`config.mk`:
```
export PLATFORM = sky130hd
export DESIGN_NAME = spi_bootloader_command_host_core
export DESIGN_NICKNAME = d
export VERILOG_FILES = /design/src/hw/rtl/sbch_pkg.sv /design/src/hw/rtl/spi_bootloader_command_host_core.sv /design/src/hw/rtl/sbch_step.sv /design/src/hw/rtl/sbch_outq.sv
export SDC_FILE = /design/constraint.sdc
export NUM_CORES = 1
export LEC_CHECK = 0
export BUFFER_PORTS_ARGS = -buffer_cell sky130_fd_sc_hd__buf_2
export CAP_MARGIN = 5
export CORE_MARGIN = 1
export CORE_UTILIZATION = 60
export DETAILED_ROUTE_END_ITERATION = 16
export GPL_TIMING_DRIVEN = 0
export PLACE_DENSITY = 0.8
export SLEW_MARGIN = 10
export SYNTH_ARGS = -nofsm -noshare
export SYNTH_HDL_FRONTEND = slang
export SYNTH_SLANG_ARGS = --single-unit
```
`constraint.sdc`:
```
create_clock -name clk_i -period 7.65 [get_ports clk_i]
set_input_delay 0 -clock clk_i [delete_from_list [all_inputs] [get_ports clk_i]]
set_output_delay 0 -clock clk_i [all_outputs]
set_load 0.005 [all_outputs]
```
`src/hw/rtl/sbch_pkg.sv`:
```
// Shared types, codes and constants of the SPI bootloader command host.
`default_nettype none

package sbch_pkg;

  // Largest payload that one write command may carry.
  localparam int unsigned MaxPayload = 256;
  // Most link bytes that one item can produce.
  localparam int unsigned ResMax = 8;
  localparam int unsigned ResCntW = $clog2(ResMax + 1);
  localparam int unsigned ResIdxW = $clog2(ResMax);

  // Protocol bytes.
  localparam logic [7:0] BYTE_ACK   = 8'h79;
  localparam logic [7:0] BYTE_NACK  = 8'h15;
  localparam logic [7:0] BYTE_SYNC  = 8'h5A;
  localparam logic [7:0] BYTE_WRITE = 8'h31;
  localparam logic [7:0] BYTE_ERASE = 8'h44;
  localparam logic [7:0] BYTE_ALL   = 8'hFF;
  localparam logic [7:0] BYTE_ZERO  = 8'h00;

  // Command codes of an input item.
  localparam logic [2:0] CMD_SYNC  = 3'd0;
  localparam logic [2:0] CMD_ERASE = 3'd1;
  localparam logic [2:0] CMD_WRITE = 3'd2;
  localparam logic [2:0] CMD_DATA  = 3'd3;
  localparam logic [2:0] CMD_REPLY = 3'd4;

  // Status codes of a result item.
  localparam logic [1:0] ST_BUSY   = 2'd0;
  localparam logic [1:0] ST_DONE   = 2'd1;
  localparam logic [1:0] ST_FAIL   = 2'd2;
  localparam logic [1:0] ST_REJECT = 2'd3;

  // Command phase.
  typedef enum logic [7:0] {
    PH_IDLE       = 8'b0000_0001,
    PH_SYNC_ACK   = 8'b0000_0010,
    PH_ERASE_ACK1 = 8'b0000_0100,
    PH_ERASE_ACK2 = 8'b0000_1000,
    PH_WR_ACK1    = 8'b0001_0000,
    PH_WR_ACK2    = 8'b0010_0000,
    PH_WR_DATA    = 8'b0100_0000,
    PH_WR_ACK3    = 8'b1000_0000
  } sbch_phase_e;

  typedef struct packed {
    logic [2:0]  cmd;
    logic [31:0] target_address;
    logic [7:0]  length_minus_one;
    logic [7:0]  data_byte;
    logic [7:0]  reply_byte;
  } sbch_in_t;

  typedef struct packed {
    logic       send;
    logic [7:0] tx_byte;
    logic       expect_reply;
    logic [1:0] status;
    logic       last;
  } sbch_res_t;

  typedef sbch_res_t [ResMax-1:0] sbch_res_list_t;

  // Sequencer state carried from one item to the next.
  typedef struct packed {
    sbch_phase_e phase;
    logic [31:0] pending_address;
    logic [7:0]  pending_length;
    logic [7:0]  running_checksum;
    logic [8:0]  bytes_left;
  } sbch_state_t;

  // One link transfer with no status attached yet.
  function automatic sbch_res_t res_byte(logic [7:0] b, logic exp_reply);
    sbch_res_t r;
    r.send         = 1'b1;
    r.tx_byte      = b;
    r.expect_reply = exp_reply;
    r.status       = ST_BUSY;
    r.last         = 1'b0;
    return r;
  endfunction

endpackage

`default_nettype wire

```
`src/hw/rtl/spi_bootloader_command_host_core.sv`:
```
// Top level of the SPI bootloader command host: input register, sequencer state, result queue.
`default_nettype none

// Each accepted item is registered, then the sequencer works it out combinationally and
// loads its one to eight results into a result shift register, which hands one result
// per output transfer. An item holds the output until all of its results (eight at most,
// for the address stage of a write) have left; the next item is taken while those results drain
// and is loaded as the last of them leaves, so with no output stall the block sustains one
// result per clock. Each result but the status-only result of a rejected item is one link byte
// to shift out; the byte received on a result marked expect_reply must come back as a reply item.

module spi_bootloader_command_host_core import sbch_pkg::*; (
  input  logic      clk_i,
  input  logic      rst_ni,
  input  logic      in_valid_i,
  output logic      in_stall_o,
  input  sbch_in_t  in_data_i,
  output logic      out_valid_o,
  input  logic      out_stall_i,
  output sbch_res_t out_data_o
);

  sbch_in_t           item_q;
  logic               item_vld_q, item_vld_d;
  sbch_state_t        state_q, state_d, state_n;
  sbch_res_list_t     step_list;
  logic [ResCntW-1:0] step_cnt;
  logic [ResCntW-1:0] q_cnt;
  logic               q_free;
  logic               take;
  logic               in_xfer;

  // The held item moves on once the result queue can take its list.
  assign take       = item_vld_q && q_free;
  assign in_stall_o = item_vld_q && !q_free;
  assign in_xfer    = in_valid_i && !in_stall_o;
  assign item_vld_d = in_xfer || (item_vld_q && !take);
  assign state_d    = take ? state_n : state_q;

  sbch_step u_step (
    .item_i  (item_q),
    .state_i (state_q),
    .state_o (state_n),
    .list_o  (step_list),
    .cnt_o   (step_cnt)
  );

  sbch_outq u_outq (
    .clk_i       (clk_i),
    .rst_ni      (rst_ni),
    .load_i      (take),
    .list_i      (step_list),
    .cnt_i       (step_cnt),
    .free_o      (q_free),
    .cnt_o       (q_cnt),
    .out_valid_o (out_valid_o),
    .out_stall_i (out_stall_i),
    .out_data_o  (out_data_o)
  );

  // Input register valid flag and sequencer state.
  always_ff @(posedge clk_i or negedge rst_ni) begin
    if (!rst_ni) begin
      item_vld_q <= 1'b0;
      state_q    <= '{phase: PH_IDLE, default: '0};
    end else begin
      item_vld_q <= item_vld_d;
      state_q    <= state_d;
    end
  end

  // Input item payload.
  always_ff @(posedge clk_i) begin
    if (in_xfer) begin
      item_q <= in_data_i;
    end
  end

  // The result marked last is the only one left in the queue.
  assert property (@(posedge clk_i) disable iff (!rst_ni)
    out_valid_o && out_data_o.last |-> q_cnt == ResCntW'(1))
    else $error("last result leaves with more results queued");

  // Every item loads between one and eight results.
  assert property (@(posedge clk_i) disable iff (!rst_ni)
    take |-> step_cnt != '0 && step_cnt <= ResCntW'(ResMax))
    else $error("result count out of range");

  // The data phase always has bytes still to come.
  assert property (@(posedge clk_i) disable iff (!rst_ni)
    state_q.phase == PH_WR_DATA |-> state_q.bytes_left != 9'd0)
    else $error("data phase with no bytes left");

endmodule

`default_nettype wire

```
`src/hw/rtl/sbch_step.sv`:
```
// Next-state and result-list logic for one item of the command host.
`default_nettype none

module sbch_step import sbch_pkg::*; (
  input  sbch_in_t               item_i,
  input  sbch_state_t            state_i,
  output sbch_state_t            state_o,
  output sbch_res_list_t         list_o,
  output logic [ResCntW-1:0]     cnt_o
);

  logic [7:0]         csum_n;
  logic [8:0]         left_n;
  logic [9:0]         len_total;
  logic               rej;
  logic [1:0]         st;
  logic [ResIdxW-1:0] last_idx;
  logic [ResCntW-1:0] cnt_m1;

  assign csum_n    = state_i.running_checksum ^ item_i.data_byte;
  assign left_n    = state_i.bytes_left - 9'd1;
  assign len_total = {2'b00, item_i.length_minus_one} + 10'd1;

  // Sequencing per command and phase.
  always_comb begin
    logic [7:0] a0, a1, a2, a3;
    a0 = state_i.pending_address[31:24];
    a1 = state_i.pending_address[23:16];
    a2 = state_i.pending_address[15:8];
    a3 = state_i.pending_address[7:0];
    state_o = state_i;
    list_o  = '0;
    cnt_o   = ResCntW'(1);
    st      = ST_BUSY;
    rej     = 1'b0;
    case (item_i.cmd)
      CMD_SYNC, CMD_ERASE, CMD_WRITE: begin
        if (state_i.phase != PH_IDLE) begin
          rej = 1'b1;
        end else if (item_i.cmd == CMD_SYNC) begin
          list_o[0] = res_byte(BYTE_SYNC, 1'b0);
          list_o[1] = res_byte(BYTE_ZERO, 1'b0);
          list_o[2] = res_byte(BYTE_ZERO, 1'b1);
          cnt_o = ResCntW'(3);
          state_o.phase = PH_SYNC_ACK;
        end else if (item_i.cmd == CMD_ERASE) begin
          list_o[0] = res_byte(BYTE_SYNC, 1'b0);
          list_o[1] = res_byte(BYTE_ERASE, 1'b0);
          list_o[2] = res_byte(~BYTE_ERASE, 1'b0);
          list_o[3] = res_byte(BYTE_ZERO, 1'b0);
          list_o[4] = res_byte(BYTE_ZERO, 1'b1);
          cnt_o = ResCntW'(5);
          state_o.phase = PH_ERASE_ACK1;
        end else if (len_total > 10'(MaxPayload)) begin
          rej = 1'b1;
        end else begin
          state_o.pending_address = item_i.target_address;
          state_o.pending_length  = item_i.length_minus_one;
          list_o[0] = res_byte(BYTE_SYNC, 1'b0);
          list_o[1] = res_byte(BYTE_WRITE, 1'b0);
          list_o[2] = res_byte(~BYTE_WRITE, 1'b0);
          list_o[3] = res_byte(BYTE_ZERO, 1'b0);
          list_o[4] = res_byte(BYTE_ZERO, 1'b1);
          cnt_o = ResCntW'(5);
          state_o.phase = PH_WR_ACK1;
        end
      end
      CMD_DATA: begin
        if (state_i.phase != PH_WR_DATA || state_i.bytes_left == 9'd0) begin
          rej = 1'b1;
        end else begin
          list_o[0] = res_byte(item_i.data_byte, 1'b0);
          state_o.running_checksum = csum_n;
          state_o.bytes_left       = left_n;
          if (left_n == 9'd0) begin
            list_o[1] = res_byte(csum_n, 1'b0);
            list_o[2] = res_byte(BYTE_ZERO, 1'b0);
            list_o[3] = res_byte(BYTE_ZERO, 1'b1);
            cnt_o = ResCntW'(4);
            state_o.phase = PH_WR_ACK3;
          end
        end
      end
      CMD_REPLY: begin
        if (!(state_i.phase inside {PH_SYNC_ACK, PH_ERASE_ACK1, PH_ERASE_ACK2,
                                    PH_WR_ACK1, PH_WR_ACK2, PH_WR_ACK3})) begin
          rej = 1'b1;
        end else begin
          list_o[0] = res_byte(BYTE_ACK, 1'b0);
          if (item_i.reply_byte != BYTE_ACK) begin
            // Negative or garbled acknowledge ends the command.
            state_o.phase = PH_IDLE;
            st = ST_FAIL;
          end else begin
            case (state_i.phase)
              PH_ERASE_ACK1: begin
                list_o[1] = res_byte(BYTE_ALL, 1'b0);
                list_o[2] = res_byte(BYTE_ALL, 1'b0);
                list_o[3] = res_byte(BYTE_ALL ^ BYTE_ALL, 1'b0);
                list_o[4] = res_byte(BYTE_ZERO, 1'b0);
                list_o[5] = res_byte(BYTE_ZERO, 1'b1);
                cnt_o = ResCntW'(6);
                state_o.phase = PH_ERASE_ACK2;
              end
              PH_WR_ACK1: begin
                list_o[1] = res_byte(a0, 1'b0);
                list_o[2] = res_byte(a1, 1'b0);
                list_o[3] = res_byte(a2, 1'b0);
                list_o[4] = res_byte(a3, 1'b0);
                list_o[5] = res_byte(a0 ^ a1 ^ a2 ^ a3, 1'b0);
                list_o[6] = res_byte(BYTE_ZERO, 1'b0);
                list_o[7] = res_byte(BYTE_ZERO, 1'b1);
                cnt_o = ResCntW'(8);
                state_o.phase = PH_WR_ACK2;
              end
              PH_WR_ACK2: begin
                list_o[1] = res_byte(state_i.pending_length, 1'b0);
                cnt_o = ResCntW'(2);
                state_o.running_checksum = state_i.pending_length;
                state_o.bytes_left       = {1'b0, state_i.pending_length} + 9'd1;
                state_o.phase            = PH_WR_DATA;
              end
              default: begin
                state_o.phase = PH_IDLE;
                st = ST_DONE;
              end
            endcase
          end
        end
      end
      default: begin
        rej = 1'b1;
      end
    endcase

    // A rejected item leaves the state alone and yields one status result.
    if (rej) begin
      state_o = state_i;
      list_o  = '0;
      cnt_o   = ResCntW'(1);
      st      = ST_REJECT;
    end

    // Status and end marker go on the final result.
    cnt_m1   = cnt_o - ResCntW'(1);
    last_idx = cnt_m1[ResIdxW-1:0];
    list_o[last_idx].status = st;
    list_o[last_idx].last   = 1'b1;
  end

endmodule

`default_nettype wire

```
`src/hw/rtl/sbch_outq.sv`:
```
// Result shift register that hands an item's results out one per transfer.
`default_nettype none

module sbch_outq import sbch_pkg::*; (
  input  logic               clk_i,
  input  logic               rst_ni,
  input  logic               load_i,
  input  sbch_res_list_t     list_i,
  input  logic [ResCntW-1:0] cnt_i,
  output logic               free_o,
  output logic [ResCntW-1:0] cnt_o,
  output logic               out_valid_o,
  input  logic               out_stall_i,
  output sbch_res_t          out_data_o
);

  sbch_res_list_t     list_q, list_d;
  logic [ResCntW-1:0] cnt_q, cnt_d;
  logic               xfer;

  assign out_valid_o = (cnt_q != '0);
  assign xfer        = out_valid_o && !out_stall_i;
  assign free_o      = (cnt_q == '0) || (cnt_q == ResCntW'(1) && !out_stall_i);
  assign out_data_o  = list_q[0];
  assign cnt_o       = cnt_q;

  // Load a new list, or drop the entry that just left.
  always_comb begin
    list_d = list_q;
    cnt_d  = cnt_q;
    if (load_i) begin
      list_d = list_i;
      cnt_d  = cnt_i;
    end else if (xfer) begin
      list_d = {sbch_res_t'('0), list_q[ResMax-1:1]};
      cnt_d  = cnt_q - ResCntW'(1);
    end
  end

  // Entry count.
  always_ff @(posedge clk_i or negedge rst_ni) begin
    if (!rst_ni) begin
      cnt_q <= '0;
    end else begin
      cnt_q <= cnt_d;
    end
  end

  // Result payload.
  always_ff @(posedge clk_i) begin
    list_q <= list_d;
  end

endmodule

`default_nettype wire

```
=== Word level (Yosys, flattened, before mapping) ===
Index checks and enable logic that the tools add are counted.

* Bits of input ports: 63
* Register bits after elaboration: 233
* Bits in read-only memories: 0
* Logic and storage cells: 184
* Latch bits: 0
* Memory bits (writable): 0
* Memories kept: 0
* Output and inout bits: 15

* Reductions and logical operators: 28
* Eq/ne operators: 21
* Div/mod/pow operators: 0
* $lt $le $gt $ge: 3
* Shift operators: 0
* $add $sub $neg: 5
* Multiplexer cells: 66
* Bitwise logic cells: 9
* $mul: 0

{| class="wikitable"
|+ Operator list
! cell !! count
|-
| two-way mux 104 bit || 4
|-
| bitwise mux 104 bit || 2
|-
| two-way mux 65 bit || 3
|-
| one-hot mux 52 bit (3 select lines) || 1
|-
| two-way mux 39 bit || 3
|-
| one-hot mux 52 bit (2 select lines) || 1
|-
| two-way mux 48 bit || 2
|-
| two-way mux 91 bit || 1
|-
| two-way mux 40 bit || 2
|-
| demux 13 bit (select 3 bit) || 2
|-
| two-way mux 17 bit || 4
|-
| two-way mux 26 bit || 2
|-
| two-way mux 52 bit || 1
|-
| two-way mux 8 bit || 6
|-
| one-hot mux 13 bit (3 select lines) || 1
|-
| two-way mux 4 bit || 9
|-
| one-hot mux 17 bit (2 select lines) || 1
|-
| XOR 8 bit || 4
|-
| one-hot mux 13 bit (2 select lines) || 1
|-
| one-hot mux 4 bit (3 select lines) || 2
|-
| one-hot mux 8 bit (3 select lines) || 1
|-
| one-hot mux 7 bit (3 select lines) || 1
|-
| adder 8 x 1 -> 9 bit (second input constant) || 2
|-
| zero test 9 bit || 2
|-
| other kinds (38) || 74
|}

=== Longest topological paths before layout ===
* Depth after elaboration: 16
* Mapped depth: 10
* Gate-level depth less buffers: 9

=== Hierarchy ===
Synthesis repeated with hierarchy kept, for this count alone.

* Cells, all modules: 971
* Area total of the unflattened synthesis: 12036.5 um^2

{| class="wikitable"
|+ By module, submodules not included
! module !! area an instance (um^2) !! times used !! cells an instance !! seq. area each (um^2)
|-
| sbch_outq || 4689.5 || 1 || 264 || 3223.1
|-
| spi_bootloader_command_host_core || 4436.8 || 1 || 202 || 3424.5
|-
| sbch_step || 2910.3 || 1 || 505 || 0.0
|}

=== Least setup slack after synthesis ===
Ideal clock, no wire load.

* Kind: register to register
* Start point: register u_outq.cnt_q[0] (netlist: u_outq.cnt_o[0])
* End point: register u_outq.cnt_q[3] (netlist: u_outq.cnt_o[3])
* Path slack: 1.204 ns
* Arrival time: 6.313 ns
* Clock period less this slack: 6.446 ns
* Buffers on the path: 0
* Cell stages (with the launch flop): 7
* Cell sequence: dfrtp_1 -> inv_1 -> ha_1 -> nand2_1 -> mux2i_1 -> o21ai_0 -> a22o_1

{| class="wikitable"
|+ RTL lines
! what !! line !! source
|-
| start, declared || sbch_outq.sv:18 || <nowiki>logic [ResCntW-1:0] cnt_q, cnt_d;</nowiki>
|-
| start signal, assigned || sbch_outq.sv:45 || <nowiki>cnt_q <= cnt_d;</nowiki>
|-
| nonzero test 4 bit || sbch_outq.sv:21 || <nowiki>assign out_valid_o = (cnt_q != '0);</nowiki>
|-
| named net out_valid_o || spi_bootloader_command_host_core.sv:18 || <nowiki>output logic out_valid_o,</nowiki>
|-
| logical AND 1 bit || sbch_outq.sv:22 || <nowiki>assign xfer = out_valid_o && !out_stall_i;</nowiki>
|-
| nonzero test 2 bit (no line) || - ||
|}

The timed path passes the listed nets, and every way through them passes these cells. The select of a mux whose other input is x is not followed.
A chain may end at the register's enable or synchronous reset.

==> impl_metrics.ini <==
[clock_network]
cts_tree = yes
ctsResizeCount = 0
clock-sinks = 216
htreeDepth = 1
clk_pin_slew_ps = 60
cts_setup_buffers = 0
clock_latency_ps = 530
cts_buffers = 23
cts_buffer_depth = 3
root_buffer = clkbuf_16

[pwr]
p_per_area_mw_per_mm2 = 363
peakVddDrop_mv = 0.234
p_leak_nw = 5.01
power_mw = 4.36

[timing]
clock_skew_ps = 9.82
fmax_mhz = 289
tightest_slew_ps = 896
min_period_over_period_pct = 45.2
rsz0062_at_grt = false
slew_headroom_pct = 40.3
fin_crit_ps = 3460
slew_viol_final = 0
setup_viol = 0
hold_viol_final = 0
hold_ws_ps = 62.5
setup_tns_ps = 0
timing.final.ws_setup_ps = 4190

[worst_setup_path]
cp-end-kind = register
cp-start-kind = register
worstSetupPathType = register to register
crit_fanout = 10
worstPathArrival_ps = 3840
cp.required_ps = 8040

[flow_run]
drv_cap = 0

[min_path]
hp-class = input pin to register

[placed_design]
hpwlAfterDp_um = 15800
port_buffers = 77
postPlaceCellArea_mm2 = 0.0106
post-place-ws_ps = 4210
dp_cells = 1184
gp_congestion = 0.905

[yosys]
synthCells = 885
synth-seq-area-share_pct = 62.7
syn_area_per_cell_um2 = 11.1
synth_enable_flop_cells = 146
synth-seq-cells = 216
synth_cell_type_count = 68
post_synth_instance_area_mm2 = 0.00979
synth_ff_type = edfxtp_1
ys_async_sr_fraction_pct = 32.4
ys_warn_count = 0

[routing]
vias = 7547
detail_route.wl_per_cell_um = 19.9
drtIter0Drc = 888
routed_via_density = 5.85
drtAntennaViolNets = 0
wl_um = 25700
dr.pass1.iters = 8
drcViolationCount = 0

[run_status]
run_status = completed

[layout]
fillers = 1039
final_area_mm2 = 0.0120
final_net_count = 1126
instances_no_fill = 1289
diodes = 0
syn_to_final_growth_pct = 22.7
drive_gt1_share_pct = 15.5
utilization_pct = 75.6

[floorplanning]
die_w_um = 130
dieHeight_um = 130
pin_count = 78
core_mm2 = 0.0159
initial_utilization_pct = 61.6
row_count = 46
dieArea_mm2 = 0.0168

[global_route]
grt.overflow.total = 0
antenna_found_initial = 0
first_global_vias = 7572
grt_start_max_net_pins = 60
grt_use_total_pct = 32.0
grt_pass1_wl_um = 40100
[flip-flops by register name, summed over array words and instances, names as in the netlist]
signal,flops
u_outq.list_q,74
u_outq.cnt_o,4
item_q,59
state_q,65
u_outq.out_data_o,13
item_vld_q,1
[repair_timing]
action,4_1_cts,5_1_grt
endpoints found under the setup margin,0,0
hold endpoints to repair,129,0
hold buffers,63,0
[synth_stat cells, drive strengths merged, types with 12 or more instances]
cell / instances / area share [%]
nor3: 12 / 0.83
xnor2: 35 / 3.1
nor2: 49 / 1.9
a22o: 21 / 1.9
nand2: 219 / 8.4
clkbuf: 24 / 0.92
a21oi: 53 / 2.7
and2: 20 / 1.3
dfrtp: 69 / 18
o21ai: 56 / 2.9
edfxtp: 146 / 45
nand3: 30 / 1.5
buf: 29 / 1.9
[power by group]
group	internal, mW	switching [mW]	total, mW
combinational	0.524	0.758	1.28
sequential	1.74	0.200	1.94
clock	0.659	0.474	1.13
total	2.93	1.43	4.36
[area by class of cell]
cell class	instances	area, um^2	area share (%)
flip-flops and latches	216	6140	51.1
well taps	216	270	2.25
clock inverters	11	125	1.04
multi-input cells	608	3370	28.0
clock buffers	31	637	5.30
repair buffers	145	1170	9.71
inverters	9	33.8	0.281
plain buffers	53	278	2.31
[placed cells by master (no fill, tap or decap), types with 4 or more instances in the layout]
cell,count
a21o_1,6
a21oi_1,52
a221o_1,4
a22o_1,21
a22oi_1,8
and2_1,16
and3_1,4
buf_1,4
buf_16,5
buf_2,85
buf_4,15
clkbuf_1,30
clkbuf_16,24
clkinv_2,6
dfrtp_1,69
dlygate4sd3_1,62
edfxtp_1,146
ha_1,7
inv_1,8
nand2_1,219
nand2b_1,6
nand3_1,30
nor2_1,49
nor2b_1,8
nor3_1,8
nor4_1,4
o21a_1,4
o21ai_0,53
o22ai_1,4
o31ai_1,8
xnor2_1,35
xor2_1,5
[critical path, cell delays in order, from the launching register on]
cell and delay, ps:
edfxtp_1 380, buf_2 240, nor3b_1 540, nand4_1 370
nor2_1 470, nand3_1 520, clkinv_1 350, buf_2 270
a22o_1 160
[cell families after synthesis]
group / Yosys count / share of synthesized area, %
simple gates: 375 / 17.4
flops: 216 / 62.7
compound gates: 183 / 12.1
buf+inv: 62 / 3.18
xor+xnor: 40 / 3.58
fa+ha+maj: 7 / 0.894
other cells: 1 / 0.0383
mux: 1 / 0.102
[per-layer routing]
metal | vias to the layer above | part of all wire, % | GRT usage, %
met5 | - | 0 | 0
met4 | 0 | 3.8 | 12.1
met3 | 69 | 7.4 | 5.62
met2 | 383 | 51 | 56.9
met1 | 3614 | 38 | 39.0
li1 | 3481 | - | -
[final timing paths]
check / start / endpoint / slack (ps) / cells after the start
max in group asynchronous: rst_ni / state_q[57]$_DFFE_PN1P_ / 6790 / 4
min in group asynchronous: rst_ni / state_q[37]$_DFFE_PN0P_ / 550 / 4
worst min register to register: item_q[53]$_DFFE_PP_ / state_q[54]$_DFFE_PN0P_ / 450 / 2
worst max-delay path: item_q[58]$_DFFE_PP_ / u_outq.list_q[59]$_DFFE_PP_ / 4190 / 8
worst min-delay path: out_stall_i / u_outq.list_q[41]$_DFFE_PP_ / 60 / 2
worst max register to register: item_q[58]$_DFFE_PP_ / u_outq.list_q[59]$_DFFE_PP_ / 4190 / 8
No activity file was read; power rests on OpenSTA's default activity.
